**config.mk**
```make
export PLATFORM = sky130hd
export DESIGN_NAME = brf_ctrl
export DESIGN_NICKNAME = d
export VERILOG_FILES = /design/src/design/brf_pkg.sv /design/src/design/brf_ctrl.sv
export SDC_FILE = /design/constraint.sdc
export NUM_CORES = 1
export LEC_CHECK = 0
export ABC_AREA = 1
export BUFFER_PORTS_ARGS = -buffer_cell sky130_fd_sc_hd__buf_4
export CAP_MARGIN = 20
export CORE_AREA = 2 2 39 41
export CTS_CLUSTER_SIZE = 24
export DETAILED_ROUTE_END_ITERATION = 12
export DIE_AREA = 0 0 41 43
export GPL_TIMING_DRIVEN = 0
export PLACE_DENSITY = 0.4
export SYNTH_ARGS = -nofsm -noshare
export SYNTH_HDL_FRONTEND = slang
export SYNTH_SLANG_ARGS = --single-unit
export TNS_END_PERCENT = 30
```
**constraint.sdc**
```tcl
create_clock -name i_clk -period 1.7 [get_ports i_clk]
set_input_delay 0.34 -clock i_clk [delete_from_list [all_inputs] [get_ports i_clk]]
set_output_delay 0.34 -clock i_clk [all_outputs]
set_load 0.05 [all_outputs]
```
**src/design/brf_pkg.sv**
```systemverilog
// Shared constants, command codes and control types for the byte ring FIFO.
package brf_pkg;

    // Store geometry. ALIGN must be a power of two.
    localparam int DEPTH  = 1024;
    localparam int ALIGN  = 4;

    // Field widths.
    localparam int IDX_W  = 10;
    localparam int SIZE_W = 11;
    localparam int DATA_W = 8;
    localparam int CMD_W  = 4;
    localparam int BLEN_W = 16;
    localparam int FILL_W = 2;

    localparam logic [SIZE_W-1:0] DEPTH_SZ   = SIZE_W'(DEPTH);
    localparam logic [SIZE_W-1:0] ALIGN_MASK = SIZE_W'(ALIGN - 1);
    localparam logic [SIZE_W-1:0] RESET_SIZE = DEPTH_SZ & ~ALIGN_MASK;

    // Byte-level commands.
    typedef enum logic [CMD_W-1:0] {
        CMD_PUT       = 4'd0,
        CMD_FORCE_PUT = 4'd1,
        CMD_OVERLAY   = 4'd2,
        CMD_IN_PLACE  = 4'd3,
        CMD_GET       = 4'd4,
        CMD_PEEK      = 4'd5,
        CMD_CLEAR     = 4'd6,
        CMD_SET_READ  = 4'd7,
        CMD_SET_WRITE = 4'd8,
        CMD_LOCATE    = 4'd9
    } t_cmd;

    // Fill state codes.
    localparam logic [FILL_W-1:0] FILL_EMPTY   = 2'd0;
    localparam logic [FILL_W-1:0] FILL_FULL    = 2'd1;
    localparam logic [FILL_W-1:0] FILL_PARTIAL = 2'd2;

    // Controller to datapath commands.
    typedef struct packed {
        logic load;    // capture the input transaction
        logic exec;    // apply the command, write store, issue read
        logic finish;  // capture read byte and final level
        logic cfg_wr;  // write size_in_use
    } t_dp_cmd;

endpackage

```
**src/design/brf_ctrl.sv**
```systemverilog
// Controller: sequences one transaction through load, execute, read and result.
module brf_ctrl
    import brf_pkg::*;
(
    input  logic    i_clk,
    input  logic    i_rst_n,
    input  logic    i_in_valid,
    output logic    o_in_ready,
    output logic    o_out_valid,
    input  logic    i_out_ready,
    input  logic    i_cfg_valid,
    output logic    o_cfg_ready,
    output t_dp_cmd o_cmd
);

    typedef enum logic [1:0] {
        S_IDLE,
        S_EXEC,
        S_READ,
        S_RESP
    } t_state;

    t_state r_state, n_state;
    logic   r_in_ready;
    logic   r_out_valid;

    // Next state
    always_comb begin
        n_state = r_state;
        case (r_state)
            S_IDLE: begin
                if (i_in_valid && r_in_ready) begin
                    n_state = S_EXEC;
                end
            end
            S_EXEC: n_state = S_READ;
            S_READ: n_state = S_RESP;
            S_RESP: begin
                if (i_out_ready) begin
                    n_state = S_IDLE;
                end
            end
            default: n_state = S_IDLE;
        endcase
    end

    // State and registered handshake outputs
    always_ff @(posedge i_clk) begin
        if (!i_rst_n) begin
            r_state     <= S_IDLE;
            r_in_ready  <= 1'b0;
            r_out_valid <= 1'b0;
        end else begin
            r_state     <= n_state;
            r_in_ready  <= (n_state == S_IDLE);
            r_out_valid <= (n_state == S_RESP);
        end
    end

    assign o_in_ready  = r_in_ready;
    assign o_cfg_ready = r_in_ready;
    assign o_out_valid = r_out_valid;

    // Datapath commands
    always_comb begin
        o_cmd.load   = i_in_valid & r_in_ready;
        o_cmd.exec   = (r_state == S_EXEC);
        o_cmd.finish = (r_state == S_READ);
        o_cmd.cfg_wr = i_cfg_valid & r_in_ready;
    end

endmodule

```
==> results.md, run 1 <==
* Min Tclk post-route at 1320 ps
* Post-synth top area share at 0.421
* Clock Skew at 2.18 ps
* Share of cells above drive strength 1 at 0.386
* Final net count at 51
* Synth top area cells: dfxtp_1 42%, inv_1 16%, nand2_1 12%, nand3_1 7.9%, nor2_1 7.9%
* Crit start category: flip-flop
* Seq/Total Area, Yosys at 0.421
* Average wire per standard cell at 6.77 um
* CTS buffer count at 3
* Commonest non-fill, non-tap cells in the layout: 12 x buf_4, 8 x inv_1, 6 x nand2_1
* # setup viols final at 0
* Syn Area/Cell at 6.34 sq um
* CTS clock-pin slew for the worst setup and hold paths at 30 ps
* Max IR drop VDD at 0.363 mV
* Sink Count at 4
* Yosys warnings at 0
* Achievable frequency at 759 MHz
* Normalized max-slew margin at 0.895
* RSZ-0062 raised after global routing: false
* Setup_tns at 0 ps
* Postcts setup bufs at 0
* Synth Register Bits at 4
* Crit Path Category: flip-flop to primary output
* H-tree depth at 1
* GR Overflow Total at 0
* Clock latency at the later pin of the worst-skew pair at 230 ps
* Post_cts resized at 0
* IO buf count at 11
* Commonest non-fill, non-tap cell in the layout: buf_4
* Hpwl dp at 330 um
* Vias in the first global route at 165
* P_leak at 0.202 nW
* CTS Root Cell: clkbuf_4
* Die width at 41 um
* First-pass GRT wire length at 600 um
* Cell row count at 14
* CTS Hold Bufs at 0
* Clock Tree Buf Depth at 2
* Netlist Area Pre-Place at 190 sq um
* Max FO, Critical Path at 3
* 1st-pass router iterations at 2
* Routed Antenna Nets at 0
* Largest net degree at the start of global routing at 6
* CP required at 1360 ps
* DRC Markers at 0
* Avg Vias per Cell at 3.35
* I/O pin count at 12
* Dominant cell type by area after synthesis: dfxtp_1
* Final period util at 0.775
* Cell variety after synth at 9
* Syn Nets at 35
* Slew of the pin with the lowest slew margin at 158 ps
* DIE HEIGHT at 43 um
* Initial antenna violation count at 0
* Layout area overhead at 65.8%
* Routed WL at 406 um
* Fin. Hold Viols at 0
* CP endpoint kind: primary output
* Hold crit path type: input pin to flip-flop
* Synthesized instance count at 30
* Critical Path AT at 980 ps
* Final Slew Violations at 0
* Status: completed
* Ant. Diodes at 0
* Initial DRC count at 8
* Power per Cell Area at 1620 mW/mm^2
* Max Cap Violations at 0
* Core ar. at 0.00138 sq mm
* Initial Util at 0.137
* Total number of vias at 201
* Global Route Usage Sum at 0.0572
* CTS tree: yes
* Final Power at 511 uW
* GPL Wtd Cong at 0.724
* Die Area at 0.00176 sq mm
per-layer routing:
metal  GRT usage  up-vias  part of all wire
met5           0        -                 0
met4      0.0600        0                 0
met3      0.0471        0              0.12
met2      0.0594        8              0.40
met1      0.0643       78              0.48
li1            -      115                 -
state kept, by name, summed over array words and instances (netlist names):
signal	flops
r_state	2
o_cfg_ready	1
o_out_valid	1
metrics by stage:
step                      utilization  hold slack [ps]  setup WS, ps  instances  area (sq um)
final                           0.228              315           383         60           315
after global placement          0.212              530           606         57           293
after global routing            0.228              309           269         60           315
after floorplan                     -              438           236         30           190
after CTS                       0.228              307           364         60           315
after detailed placement        0.212              527           611         57           293
final cells by class:
cell class	count	area (sq um)
Fill cell	160	1070
Timing Repair Buffer	11	82.6
Sequential cell	4	80.1
Multi-Input combinational cell	16	68.8
Inverter	9	33.8
Clock buffer	3	22.5
Tap cell	16	20.0
Buffer	1	7.51
critical path, cell delays in order (launching register included):
cell and delay [ps]:
dfxtp_1 350, inv_1 60, nand2_1 100, inv_1 50, buf_4 180
worst paths after layout:
check	from	endpoint	slack, ps	cells after the start
worst max-delay path	r_state[1]	o_cmd[2]	380	4
worst min-delay path	i_rst_n	r_state[1]	310	3
worst max register to register	r_state[1]	r_state[1]	900	5
worst min register to register	r_state[1]	o_out_valid	530	2
synthesized netlist by cell type:
master   count
a21oi_1      2
buf_4        1
dfxtp_1      4
inv_1        8
inv_2        1
nand2_1      6
nand2_2      1
nand3_1      3
nor2_1       4
logic make-up after synthesis:
logic type	after synthesis	synth area share
DFF	4	0.421
buffers and inverters	10	0.217
and+or+nand+nor	14	0.309
AOI/OAI and AO/OA	2	0.0526
power by group:
group / leakage [nW] / switching [mW] / internal, mW / total (mW)
combinational: 0.155 / 0.180 / 0.0828 / 0.263
sequential: 0.0330 / 0.0189 / 0.116 / 0.135
clock: 0.0138 / 0.0350 / 0.0787 / 0.114
total: 0.202 / 0.234 / 0.278 / 0.511
Power figures use the tool's default switching activity.
==> run 2: changes to the inputs <==
ABC_AREA = 0   (was 1)
clock period = 1.2 ns   (was 1.7 ns; I/O delays follow)
==> run 2 against run 1 <==
Compared with the run above: via count down 12%; wire length up 14%; utilization up 1.4 points; first-iteration DRC count down 100%; critical path depth down 2; flip-flop and latch count unchanged; worst hold slack worse by 69 ps; sequential share of layout area up 0.45 points; final area up 6.0%; clock skew about the same; largest cell class unchanged; highest routed layer unchanged.
==> results.md, run 2 <==
* Status: completed
* GR Overflow Total at 0 (unchanged)
* Achievable frequency at 859 MHz
* Hold slack at 246 ps (-69.4 ps)
* CP required at 960 ps (-400 ps)
* Asr flop ratio synth at 0 (unchanged)
* Core ar. at 0.00138 sq mm (unchanged)
* First-pass GRT wire length at 627 um (+4.5%)
* H-tree depth at 1 (unchanged)
* Fin. Hold Viols at 0 (unchanged)
* 1st-pass router iterations at 1 (-1)
* Final net count at 39 (-24%)
* Total number of vias at 177 (-12%)
* Max reg flops at 2 (unchanged)
* Initial Util at 0.127 (-0.0108)
* Crit start category: flip-flop
* Power per Cell Area at 1530 mW/mm^2 (-5.4%)
* Finished Layout Cells at 48 (-20%)
* Max Cap Violations at 0 (unchanged)
* Routed Antenna Nets at 0 (unchanged)
* Largest net degree at the start of global routing at 8 (+2)
* Core Util, Final at 0.241 (+0.0136)
* Final period util at 0.970
* Clock Tree Buf Depth at 2 (unchanged)
* EDFF count, synth at 0 (unchanged)
* Syn Nets at 22 (-37%)
* Hold crit path type: input pin to flip-flop
* Final Cell Area at 334 sq um (+6.0%)
* Global Route Usage Sum at 0.0603 (+0.00307)
* Slew of the pin with the lowest slew margin at 211 ps (+53.8 ps)
* Final Slew Violations at 0 (unchanged)
* Netlist Area Pre-Place at 175 sq um (-7.9%)
* Vias in the first global route at 157 (-4.8%)
* Reg with most FFs: r_state
* I/O pin count at 12 (unchanged)
* Clock Skew at 1.70 ps (-0.480 ps)
* GPL Wtd Cong at 0.600 (-17%)
* CTS buffer count at 3 (unchanged)
* Sink Count at 4 (unchanged)
* Synth top area cells: dfxtp_1 46%, and2_1 11%, o211a_1 5.7%, a211o_1 5.0%, and3b_1 5.0%
* Post-synth top area share at 0.457 (+0.0361)
* Top FF cell, synth: dfxtp_1
* Synth Register Bits at 4 (unchanged)
* Commonest non-fill, non-tap cell in the layout: buf_4
* Dominant cell type by area after synthesis: dfxtp_1
* Average wire per standard cell at 9.60 um (+42%)
* Post-synth top cells: 4 x dfxtp_1, 3 x and2_1
* Hold_sp: i_rst_n
* Cell Area, Placed at 283 sq um (-3.4%)
* CTS clock-pin slew for the worst setup and hold paths at 40 ps (about the same)
* Die width at 41 um (unchanged)
* Initial antenna violation count at 0 (unchanged)
* Syn Area/Cell at 10.3 sq um (+63%)
* Cell row count at 14 (unchanged)
* Commonest non-fill, non-tap cells in the layout: 9 x buf_4, 4 x buf_6, 3 x clkbuf_4
* Initial DRC count at 0 (-8)
* DRC Markers at 0 (unchanged)
* Critical Path AT at 920 ps (-60 ps)
* Max FO, Critical Path at 5 (+2)
* Die Area at 0.00176 sq mm (unchanged)
* Min Tclk post-route at 1160 ps
* Ant. Diodes at 0 (unchanged)
* DIE HEIGHT at 43 um (unchanged)
* Yosys warnings at 0 (unchanged)
* Max IR drop VDD at 0.547 mV (+51%)
* IO buf count at 11 (unchanged)
* CTS Root Cell: clkbuf_4
* P_leak at 0.169 nW (-16%)
* Synthesized instance count at 17 (-43%)
* Normalized max-slew margin at 0.858 (-0.0370)
* Cell variety after synth at 12 (+3)
* # setup viols final at 0 (unchanged)
* Reg2reg start: r_state[0]
* Placed Cells at 44 (-23%)
* Layout area overhead at 90.7%
* Share of cells above drive strength 1 at 0.688 (+0.301)
* Worst setup path startpoint: r_state[1]
* CTS tree: yes
* Avg Vias per Cell at 3.69 (+10%)
* Count leader, synth: dfxtp_1
* Routed WL at 461 um (+14%)
* Seq/Total Area, Yosys at 0.457 (+0.0361)
* RSZ-0062 raised after global routing: true
* CP endpoint kind: primary output
* Crit Path Category: flip-flop to primary output
* CTS Hold Bufs at 0 (unchanged)
* Clock latency at the later pin of the worst-skew pair at 230 ps (about the same)
run 2: cell types whose count changed after synthesis, sizes merged, moves of 2 or more:
cell,change
and2,+3
nand3,-2
nor2,-4
inv,-9
a21boi,+2
nand2,-7
a21oi,-2
run 2: cells by family after synthesis:
kind of cell	synth area share
DFF	0.457
buffers and inverters	0.0429
AOI/OAI and AO/OA	0.236
and+or+nand+nor	0.264
run 2: final cells by class:
cell class | count | area [sq um]
Timing Repair Buffer | 12 | 105
Fill cell | 157 | 1050
Sequential cell | 4 | 86.3
Clock buffer | 3 | 22.5
Multi-Input combinational cell | 12 | 92.6
Tap cell | 16 | 20.0
Buffer | 1 | 7.51
run 2: metal layers:
layer / GRT usage / vias to the layer above / part of all wire
li1: - / 91 / -
met1: 0.0613 / 75 / 0.47
met2: 0.0719 / 11 / 0.41
met3: 0.0471 / 0 / 0.12
met4: 0.0600 / 0 / 0
met5: 0 / - / 0
run 2: what timing repair did:
action	CTS	global route
setup buffers	0	1
pin swaps	0	0
setup endpoints to repair	5	4
resized for setup	4	4
run 2: final timing paths:
| path | slack (ps) | endpoint | cells past startpoint |
|---|---|---|---|
| max | 40 | o_cmd[2] | 2 |
| min | 250 | o_out_valid | 2 |
| max reg2reg | 360 | r_state[0] | 2 |
| min reg2reg | 540 | o_cfg_ready | 2 |
run 2: power by group:
part	internal, mW	leakage (nW)	switching (mW)
combinational	0.0766	0.121	0.109
clock	0.112	0.0138	0.0509
sequential	0.149	0.0342	0.0158
total	0.337	0.169	0.175
run 2: worst max-delay path: stages (launching register included):
cell	delay, ps
dfxtp_4	340
and2b_1	200
buf_6	150
run 2: metrics by stage:
step / power [mW] / setup slack, ps / TNS, ps
floorplan: 0.281 / -111 / -222
global placement: 0.334 / 207 / 0
detailed placement: 0.337 / 194 / 0
CTS: 0.516 / 13.8 / 0
global route: 0.551 / -9.05 / -9.05
finish: 0.512 / 36.4 / 0
